File: src/hw/rtl/rmr_pkg.sv
package rmr_pkg;

    localparam int ADDR_W    = 10;
    localparam int BYTE_W    = 8;
    localparam int WIDX_W    = 11;
    localparam int SEQ_W     = 32;
    localparam int CAP_W     = 16;
    localparam int LEN_W     = 6;
    localparam int STAT_W    = 3;
    localparam int HDR_BYTES = 4;
    localparam int HDR_W     = 32;
    localparam int S_DATA_W  = 80;
    localparam int M_DATA_W  = 24;

    localparam logic [STAT_W-1:0] ST_OK     = 3'd0;
    localparam logic [STAT_W-1:0] ST_EMPTY  = 3'd1;
    localparam logic [STAT_W-1:0] ST_BADLEN = 3'd2;
    localparam logic [STAT_W-1:0] ST_SMALL  = 3'd3;
    localparam logic [STAT_W-1:0] ST_OVER   = 3'd4;

    typedef struct packed {
        logic gt;
        logic eq;
    } cmp_t;

endpackage

File: src/hw/rtl/rmr_sub_unit.sv
module rmr_sub_unit import rmr_pkg::*; #(
    parameter int W          = 17,
    parameter int RING_BYTES = 1024
) (
    input  logic [W-1:0] value,
    output cmp_t         flags,
    output logic [W-1:0] diff
);

    localparam logic [W-1:0] RING_W = W'(RING_BYTES);

    assign flags.gt = value > RING_W;
    assign flags.eq = value == RING_W;
    assign diff     = value - RING_W;

endmodule

File: config.mk
export PLATFORM = sky130hd
export DESIGN_NAME = rmr_sub_unit
export DESIGN_NICKNAME = d
export VERILOG_FILES = /design/src/hw/rtl/rmr_pkg.sv /design/src/hw/rtl/rmr_sub_unit.sv
export SDC_FILE = /design/constraint.sdc
export NUM_CORES = 1
export LEC_CHECK = 0
export CELL_PAD_IN_SITES_DETAIL_PLACEMENT = 1
export CELL_PAD_IN_SITES_GLOBAL_PLACEMENT = 1
export CORE_AREA = 2 2 39 41
export DETAILED_ROUTE_END_ITERATION = 16
export DIE_AREA = 0 0 41 43
export DONT_BUFFER_PORTS = 1
export GPL_ROUTABILITY_DRIVEN = 1
export PLACE_DENSITY_LB_ADDON = 0.1
export SETUP_SLACK_MARGIN = 0.3
export SYNTH_ARGS = -nofsm -noshare
export SYNTH_HDL_FRONTEND = slang
export SYNTH_SLANG_ARGS = --single-unit
export TNS_END_PERCENT = 5
File: constraint.sdc
create_clock -name vclk -period 1.7
set_clock_uncertainty 0.2 [all_clocks]
set_input_delay 0.085 -clock vclk [all_inputs]
set_output_delay 0.085 -clock vclk [all_outputs]
set_load 0.005 [all_outputs]
* Word-level counts from Yosys, hierarchy flattened
Cells that the tools add are included.
** Word-level totals
- Bits in registers :: 0
- Input bits :: 17
- Output and inout port bits :: 19
** Operators by class
- Add/sub/neg operators :: 1
- Magnitude comparators :: 1
- Equality and inequality tests :: 1
** Operators by type and width (count)
- $eq A17 B11 Y1 const B :: 1
- $gt A17 B11 Y1 const B :: 1
- $sub A17 B11 Y17 const B :: 1

* Logic depth before layout (Yosys ltp)
Gate-level depths: netlist of the first run.
- Depth in word-level cells :: 1
- Mapped depth :: 5

* Worst setup path after synthesis of the first run
OpenSTA, ideal clock, no wires.
- Path kind :: input to output
- Start point :: input value[11]
- End point :: output flags[0] (netlist name)
- Data arrival time :: 0.749 ns
- Path slack :: 0.666 ns
- Stages on the path :: 5
- Path buffers :: 0
- Cells stage by stage :: inv_1 ha_1 nor4b_1 and3_1 and2_1
** RTL lines
- start, declared :: RTL line rmr_sub_unit.sv:5 : input logic [W-1:0] value,
- end, declared :: RTL line rmr_sub_unit.sv:6 : output cmp_t flags,

==> results.py, run 1 <==
metrics = {
    "clock_tree": {
        "post-cts-setup-buffers": 0,
        "ctsResizeCount": 0,
    },
    "sta": {
        "rsz0062_at_grt": "false",
        "fin_crit_ns": 1.162,
        "slew_headroom_pct": 80.65,
        "fmax_ghz": 0.8608,
        "slew_violations": 0,
        "worstMarginPinSlew_ns": 0.2876,
        "tns_ns": 0,
        "finalCritPeriodShare_pct": 68.33,
        "hold_violations": 0,
        "finalSetupViolCount": 0,
    },
    "cells_and_area": {
        "final_util_pct": 22.06,
        "regArea_um2": 0,
        "seq_cell_count": 0,
        "final_area_um2": 305.3,
        "area_delta_synth_final_pct": 17.31,
        "antenna_cells": 0,
        "final_cells": 51,
        "drive_gt1_share_pct": 8.571,
        "nets": 56,
        "num-clock-buffers": 0,
    },
    "placed_design": {
        "place_inst": 41,
        "dpl.hpwl_um": 524.8,
        "dpl-instance-area_um2": 205.2,
        "gp_congestion": 0.6087,
        "io_buffers": 0,
    },
    "drt": {
        "wire_per_inst_um": 12.78,
        "first_pass_iters": 2,
        "drt_first_iter_violations": 1,
        "ant_nets": 0,
        "drc": 0,
        "vias": 223,
        "via_per_inst": 4.373,
        "drt_wl_total_um": 652,
    },
    "global_route": {
        "grt_max_degree": 6,
        "grt_use_total_pct": 7.093,
        "grt_pass1_wl_um": 876,
        "grt_pass1_vias": 199,
        "antenna_found_initial": 0,
        "grt_overflow": 0,
    },
    "run": {
        "drv_cap": 0,
    },
    "critical_path": {
        "critPathArrivalTime_ns": 0.88,
        "endpoint_kind": "output port",
        "worstPathMaxFanout": 4,
        "critical_path.startpoint_type": "input port",
        "critical_path_class": "input port to output port",
        "cp.required_ns": 1.41,
    },
    "synth": {
        "syn-cell-area_um2": 260.3,
        "synth.area.top_cells": "buf_4 29%, xor2_1 10%, ha_1 9.6%",
        "synth_fp_nets": 54,
        "syn-instance-count": 35,
        "synth-warning-count": 0,
        "postSynthAreaPerCell_um2": 7.436,
        "synth_top_area_share_pct": 28.85,
        "yosysTopAreaCell": "buf_4",
        "yosysSeqAreaShare_pct": 0,
        "synth_cell_types": 17,
        "yosysMostFrequentCell": "buf_4",
        "synth_commonest_cells": "10 x buf_4, 3 x inv_1, 3 x nor2_1, 3 x xor2_1",
    },
    "die": {
        "fp.dieH_um": 43,
        "die_area_um2": 1763,
        "start_util_pct": 18.81,
        "die_width_um": 41,
        "placementRows": 14,
        "design.portCount": 36,
        "core_um2": 1384,
    },
    "power_and_ir_drop": {
        "power.density_nw_per_um2": 156.9,
        "p_leak_nw": 0.1205,
        "vdd_drop_max_uv": 34.80,
    },
    "status": {
        "status": "complete, no violations",
    },
    "worst_hold_path": {
        "hold_class": "input port to output port",
    },
}
## critical path: stages
cell and delay [ns]:
inv_1 0.06, ha_1 0.15, nor4b_1 0.22, and3_1 0.21, and2_1 0.15
## routing by layer
metal	wire (um)	share of wire [%]	track usage (%)	up-vias
met1	186	29	6.646	100
li1	-	-	-	106
met5	0	0	0	-
met3	89	14	3.141	0
met4	0	0	0	0
met2	376	58	13.75	17
## cell usage in the layout, fill, tap and decap left out
cell and count:
and3_1 1, nor4b_1 1, ha_1 2, nand2_1 1
dlygate4sd3_1 10, o21ai_1 1, xor2_1 3, nor4_1 1
xnor2_1 2, and2_1 1, nor4_4 1, inv_1 3
nand3_1 1, nor2_1 3, or2_4 1, nor4_2 1
nor3_1 2
## timing repair
action	in CTS	in global routing
setup endpoints to repair	0	0
hold endpoints to repair	10	0
hold buffers	10	0
## power breakdown
| part | switching [mW] | leakage (nW) | total [mW] | internal [mW] |
|---|---|---|---|---|
| Combinational | 0.0199 | 0.120 | 0.0479 | 0.0280 |
| Clock | 0 | 0 | 0 | 0 |
| Sequential | 0 | 0 | 0 | 0 |
## per-stage QoR
step	hold WS (ns)	worst slack, ns	power (mW)
final	0.01090	0.5383	0.04791
after global routing	0.01850	0.4018	0.05364
after CTS	0.01258	0.5041	0.04869
after detailed placement	-0.02996	0.5028	0.02750
after global placement	-0.02995	0.5695	0.02748
after floorplan	0.006568	0.6658	0.04216
## worst paths after layout
path / from / endpoint / cells past startpoint
worst min-delay path: value[10] / diff[10] / 1
worst max-delay path: value[11] / flags[0] / 5
## cell families after synthesis
group	share of synthesized area, %
AND/OR/NAND/NOR	38.46
buffers and inverters	33.17
adder cells (fa/ha/maj)	9.614
XOR/XNOR	16.83
AO/OA/AOI/OAI	1.921
## final cells by class
class,count,area (um2)
tap,16,20.02
inverter,3,11.26
multi-input combinational,22,173.9
fill,170,1079
timing repair buffer,10,100.1
No activity file was read; power rests on OpenSTA's default activity.
==> inputs of run 2 (changes only) <==
Clock period 1.7 ns to 1.1 ns, I/O delays scaled along.
==> results.py, run 2 (same netlist as run 1, synthesis figures left out) <==
metrics = {
    "status": {
        "status": "finished, violations left",
        "violations": "negative hold slack",
    },
    "cells_and_area": {
        "area_delta_synth_final_pct": -0.4811,
        "num-clock-buffers": 0,
        "final_cells": 41,
        "drive_gt1_share_pct": 36.00,
        "final_cell_mix": "3 x nor2_1, 3 x xor2_1",
        "seq_cell_count": 0,
        "regArea_um2": 0,
        "nets": 46,
        "antenna_cells": 0,
        "final_area_um2": 259.0,
    },
    "sta": {
        "hold_violations": 16,
        "fmax_ghz": 1.037,
        "finalSetupViolCount": 0,
        "worstMarginPinSlew_ns": 0.2606,
        "fin_crit_ns": 0.9639,
        "rsz0062_at_grt": "true",
        "slew_headroom_pct": 82.48,
        "finalCritPeriodShare_pct": 87.63,
        "slew_violations": 0,
        "tns_ns": 0,
        "hold_slack_ns": -0.08995,
    },
    "critical_path": {
        "critPathArrivalTime_ns": 0.71,
        "worstPathMaxFanout": 4,
        "crit_start": "value[11]",
        "crit_slowest_cell": "and3_4",
        "cp.required_ns": 0.84,
        "endpoint_kind": "output port",
        "critical_path_class": "input port to output port",
        "critical_path_cell_count": 5,
        "max_stage_delay_ns": 0.21,
        "critical_path.startpoint_type": "input port",
        "crit_chain": "inv_12 -> ha_4 -> nor4b_4 -> and3_4 -> and2_4",
        "cp_top_family": "simple AND/OR/NAND/NOR gates",
        "cp_num_buf_inv": 1,
    },
    "global_route": {
        "grt_pass1_vias": 210,
        "grt_pass1_wl_um": 910,
        "grt_max_degree": 6,
        "antenna_found_initial": 0,
        "grt_overflow": 0,
        "grt_use_total_pct": 6.893,
    },
    "die": {
        "design.portCount": 36,
        "fp.dieH_um": 43,
        "core_um2": 1384,
        "start_util_pct": 18.81,
        "die_area_um2": 1763,
        "placementRows": 14,
        "die_width_um": 41,
    },
    "clock_tree": {
        "post-cts-setup-buffers": 0,
    },
    "placed_design": {
        "dpl-instance-area_um2": 236.5,
        "place_inst": 41,
        "gp_congestion": 0.6189,
        "io_buffers": 0,
    },
    "drt": {
        "first_pass_iters": 1,
        "via_per_inst": 4.829,
        "drt_first_iter_violations": 0,
        "vias": 198,
        "wire_per_inst_um": 14.76,
        "ant_nets": 0,
        "drc": 0,
        "drt_wl_total_um": 605,
    },
    "power_and_ir_drop": {
        "p_leak_nw": 0.08528,
        "vdd_drop_max_uv": 82.50,
        "power.density_nw_per_um2": 185.6,
        "power_mw": 0.04808,
    },
    "worst_hold_path": {
        "hold_depth": 0,
        "whs_endpoint": "diff[0]",
        "worstHoldStart": "value[0]",
        "hold_class": "input port to output port",
    },
    "run": {
        "drv_cap": 0,
    },
}
[run 2: layer usage]
layer,vias up,part of all wire (%),GRT usage (%)
met5,-,0,0
met4,0,0,0
met3,0,17,1.047
met2,20,49,12.19
met1,91,34,8.861
li1,87,-,-
[run 2: worst max path at each step]
stage	to	slack, ns
2_1_floorplan	flags[0]	0.18
3_3_place_gp	flags[0]	0.09
3_5_place_dp	flags[0]	0.10
4_1_cts	flags[0]	0.13
5_1_grt	flags[0]	0.08
6_report	flags[0]	0.14
[run 2: timing repair]
action / CTS / global route
pin swaps: 2 / 1
resized for setup: 2 / 2
endpoints found under the hold margin: 16 / 16
setup endpoints to repair: 6 / 6
[run 2: cell type report]
class                           instances  area [um2]
Fill cell                             159        1125
Multi-Input combinational cell         22       215.2
Inverter                                3       23.77
Tap cell                               16       20.02
[run 2: where the power goes]
part | leakage [nW] | switching [mW] | internal [mW] | total [mW]
combinational | 0.0853 | 0.0232 | 0.0249 | 0.0481
clock | 0 | 0 | 0 | 0
sequential | 0 | 0 | 0 | 0
[run 2: metrics by stage]
stage / setup slack (ns) / util [%]
6_report: 0.1361 / 18.72
5_1_grt: 0.08268 / 18.72
4_1_cts: 0.1285 / 17.90
3_5_place_dp: 0.1029 / 17.09
3_3_place_gp: 0.09375 / 17.09
2_1_floorplan: 0.1766 / -
==> inputs of run 3 (changes only) <==
Settings changed: CELL_PAD_IN_SITES_DETAIL_PLACEMENT 1 to 0, REMOVE_ABC_BUFFERS set to 1, SKIP_LAST_GASP set to 1.
==> results.py, run 3 (same netlist as run 1, synthesis figures left out) <==
metrics = {
    "cells_and_area": {
        "final_area_um2": 282.8,
        "nets": 47,
        "final_cell_mix": "3 x nor2_1, 3 x xor2_1",
        "seq_cell_count": 0,
        "regArea_um2": 0,
        "area_delta_synth_final_pct": 8.654,
        "num-clock-buffers": 0,
        "antenna_cells": 0,
        "n_fill_cell": 158,
        "multi_input_area_um2": 217.7,
        "drive_gt1_share_pct": 34.62,
    },
    "drt": {
        "via_per_inst": 4.833,
        "vias": 203,
        "wire_per_inst_um": 12.79,
        "ant_nets": 0,
        "drt_wl_total_um": 537,
        "drc": 0,
        "first_pass_iters": 2,
        "drt_first_iter_violations": 1,
    },
    "sta": {
        "finalSetupViolCount": 0,
        "hold_slack_ns": -0.09000,
        "rsz0062_at_grt": "true",
        "finalCritPeriodShare_pct": 86.91,
        "worstMarginPinSlew_ns": 0.2263,
        "fmax_ghz": 1.046,
        "hold_violations": 16,
        "tns_ns": 0,
        "slew_headroom_pct": 84.80,
        "fin_crit_ns": 0.9560,
        "slew_violations": 0,
    },
    "die": {
        "start_util_pct": 18.81,
        "core_um2": 1384,
        "design.portCount": 36,
        "placementRows": 14,
        "die_width_um": 41,
        "fp.dieH_um": 43,
        "die_area_um2": 1763,
    },
    "critical_path": {
        "endpoint_kind": "output port",
        "worstPathMaxFanout": 4,
        "critPathArrivalTime_ns": 0.70,
        "critical_path.startpoint_type": "input port",
        "cp.required_ns": 0.84,
        "critical_path_class": "input port to output port",
    },
    "status": {
        "violations": "negative hold slack",
        "status": "finished, violations left",
    },
    "power_and_ir_drop": {
        "seq_power_share_pct": 0,
        "share_comb_of_total_power_pct": 100.0,
        "switching_share_pct": 45.16,
        "internal_power_mw": 0.02850,
        "vdd_drop_max_uv": 32.17,
        "power_mw": 0.05197,
        "power_switching_mw": 0.02347,
        "power.density_nw_per_um2": 183.8,
        "p_clk_share_pct": 0,
        "p_leak_nw": 0.09560,
    },
    "worst_hold_path": {
        "hold_class": "input port to output port",
    },
    "global_route": {
        "grt_pass1_vias": 210,
        "grt_max_degree": 6,
        "grt_overflow": 0,
        "grt_use_total_pct": 5.694,
        "grt_pass1_wl_um": 765,
        "antenna_found_initial": 0,
    },
    "run": {
        "drv_cap": 0,
    },
    "clock_tree": {
        "post-cts-setup-buffers": 0,
    },
    "placed_design": {
        "gp_congestion": 0.5307,
        "io_buffers": 0,
        "dpl.hpwl_um": 495.1,
        "dpl-instance-area_um2": 212.7,
    },
}
-- run 3: final cells by class --
type,count,share of cell area (%)
timing repair buffer,1,2.655
inverter,3,13.27
tap,16,7.080
multi-input combinational,22,76.99
-- run 3: layer usage --
metal / GRT usage (%) / up-vias / share of wire (%)
met1: 6.646 / 92 / 28
met2: 10.00 / 23 / 52
met3: 0 / 0 / 20
li1: - / 88 / -
met4: 2.667 / 0 / 0
met5: 0 / - / 0
-- run 3: path summary, 6_finish.rpt --
check	start	endpoint	slack, ns	cells after the start
worst min-delay path	value[5]	diff[5]	-0.09	0
worst max-delay path	value[11]	flags[0]	0.14	5
-- run 3: stage by stage --
stage	setup slack (ns)	instances	hold WS, ns	util (%)
after detailed placement	-0.01439	42	-0.08992	15.37
after global placement	-0.01008	42	-0.08992	15.37
after global routing	0.1055	42	-0.08999	20.43
after floorplan	0.1258	25	-0.09000	-
final	0.1440	42	-0.09000	20.43
after CTS	0.1142	42	-0.08992	18.81
-- run 3: power by group through the flow --
stage,registers (mW),clock network [mW],logic (mW)
6_report,0,0,0.0520
3_5_place_dp,0,0,0.0442
5_1_grt,0,0,0.0580
3_3_place_gp,0,0,0.0446
4_1_cts,0,0,0.0509
2_1_floorplan,0,0,0.0357
-- run 3: worst max-delay path, cell delays in order --
cell       delay (ns)
clkinv_16        0.02
ha_4             0.10
nor4b_4          0.17
and3_4           0.21
and2_4           0.14
-- run 3: what timing repair did --
| item | in CTS | in global routing |
|---|---|---|
| setup endpoints to repair | 6 | 7 |
| gates resized for setup | 11 | 3 |
| pin swaps | 2 | 2 |
| gates cloned | 0 | 0 |
| hold endpoints to repair | 16 | 16 |
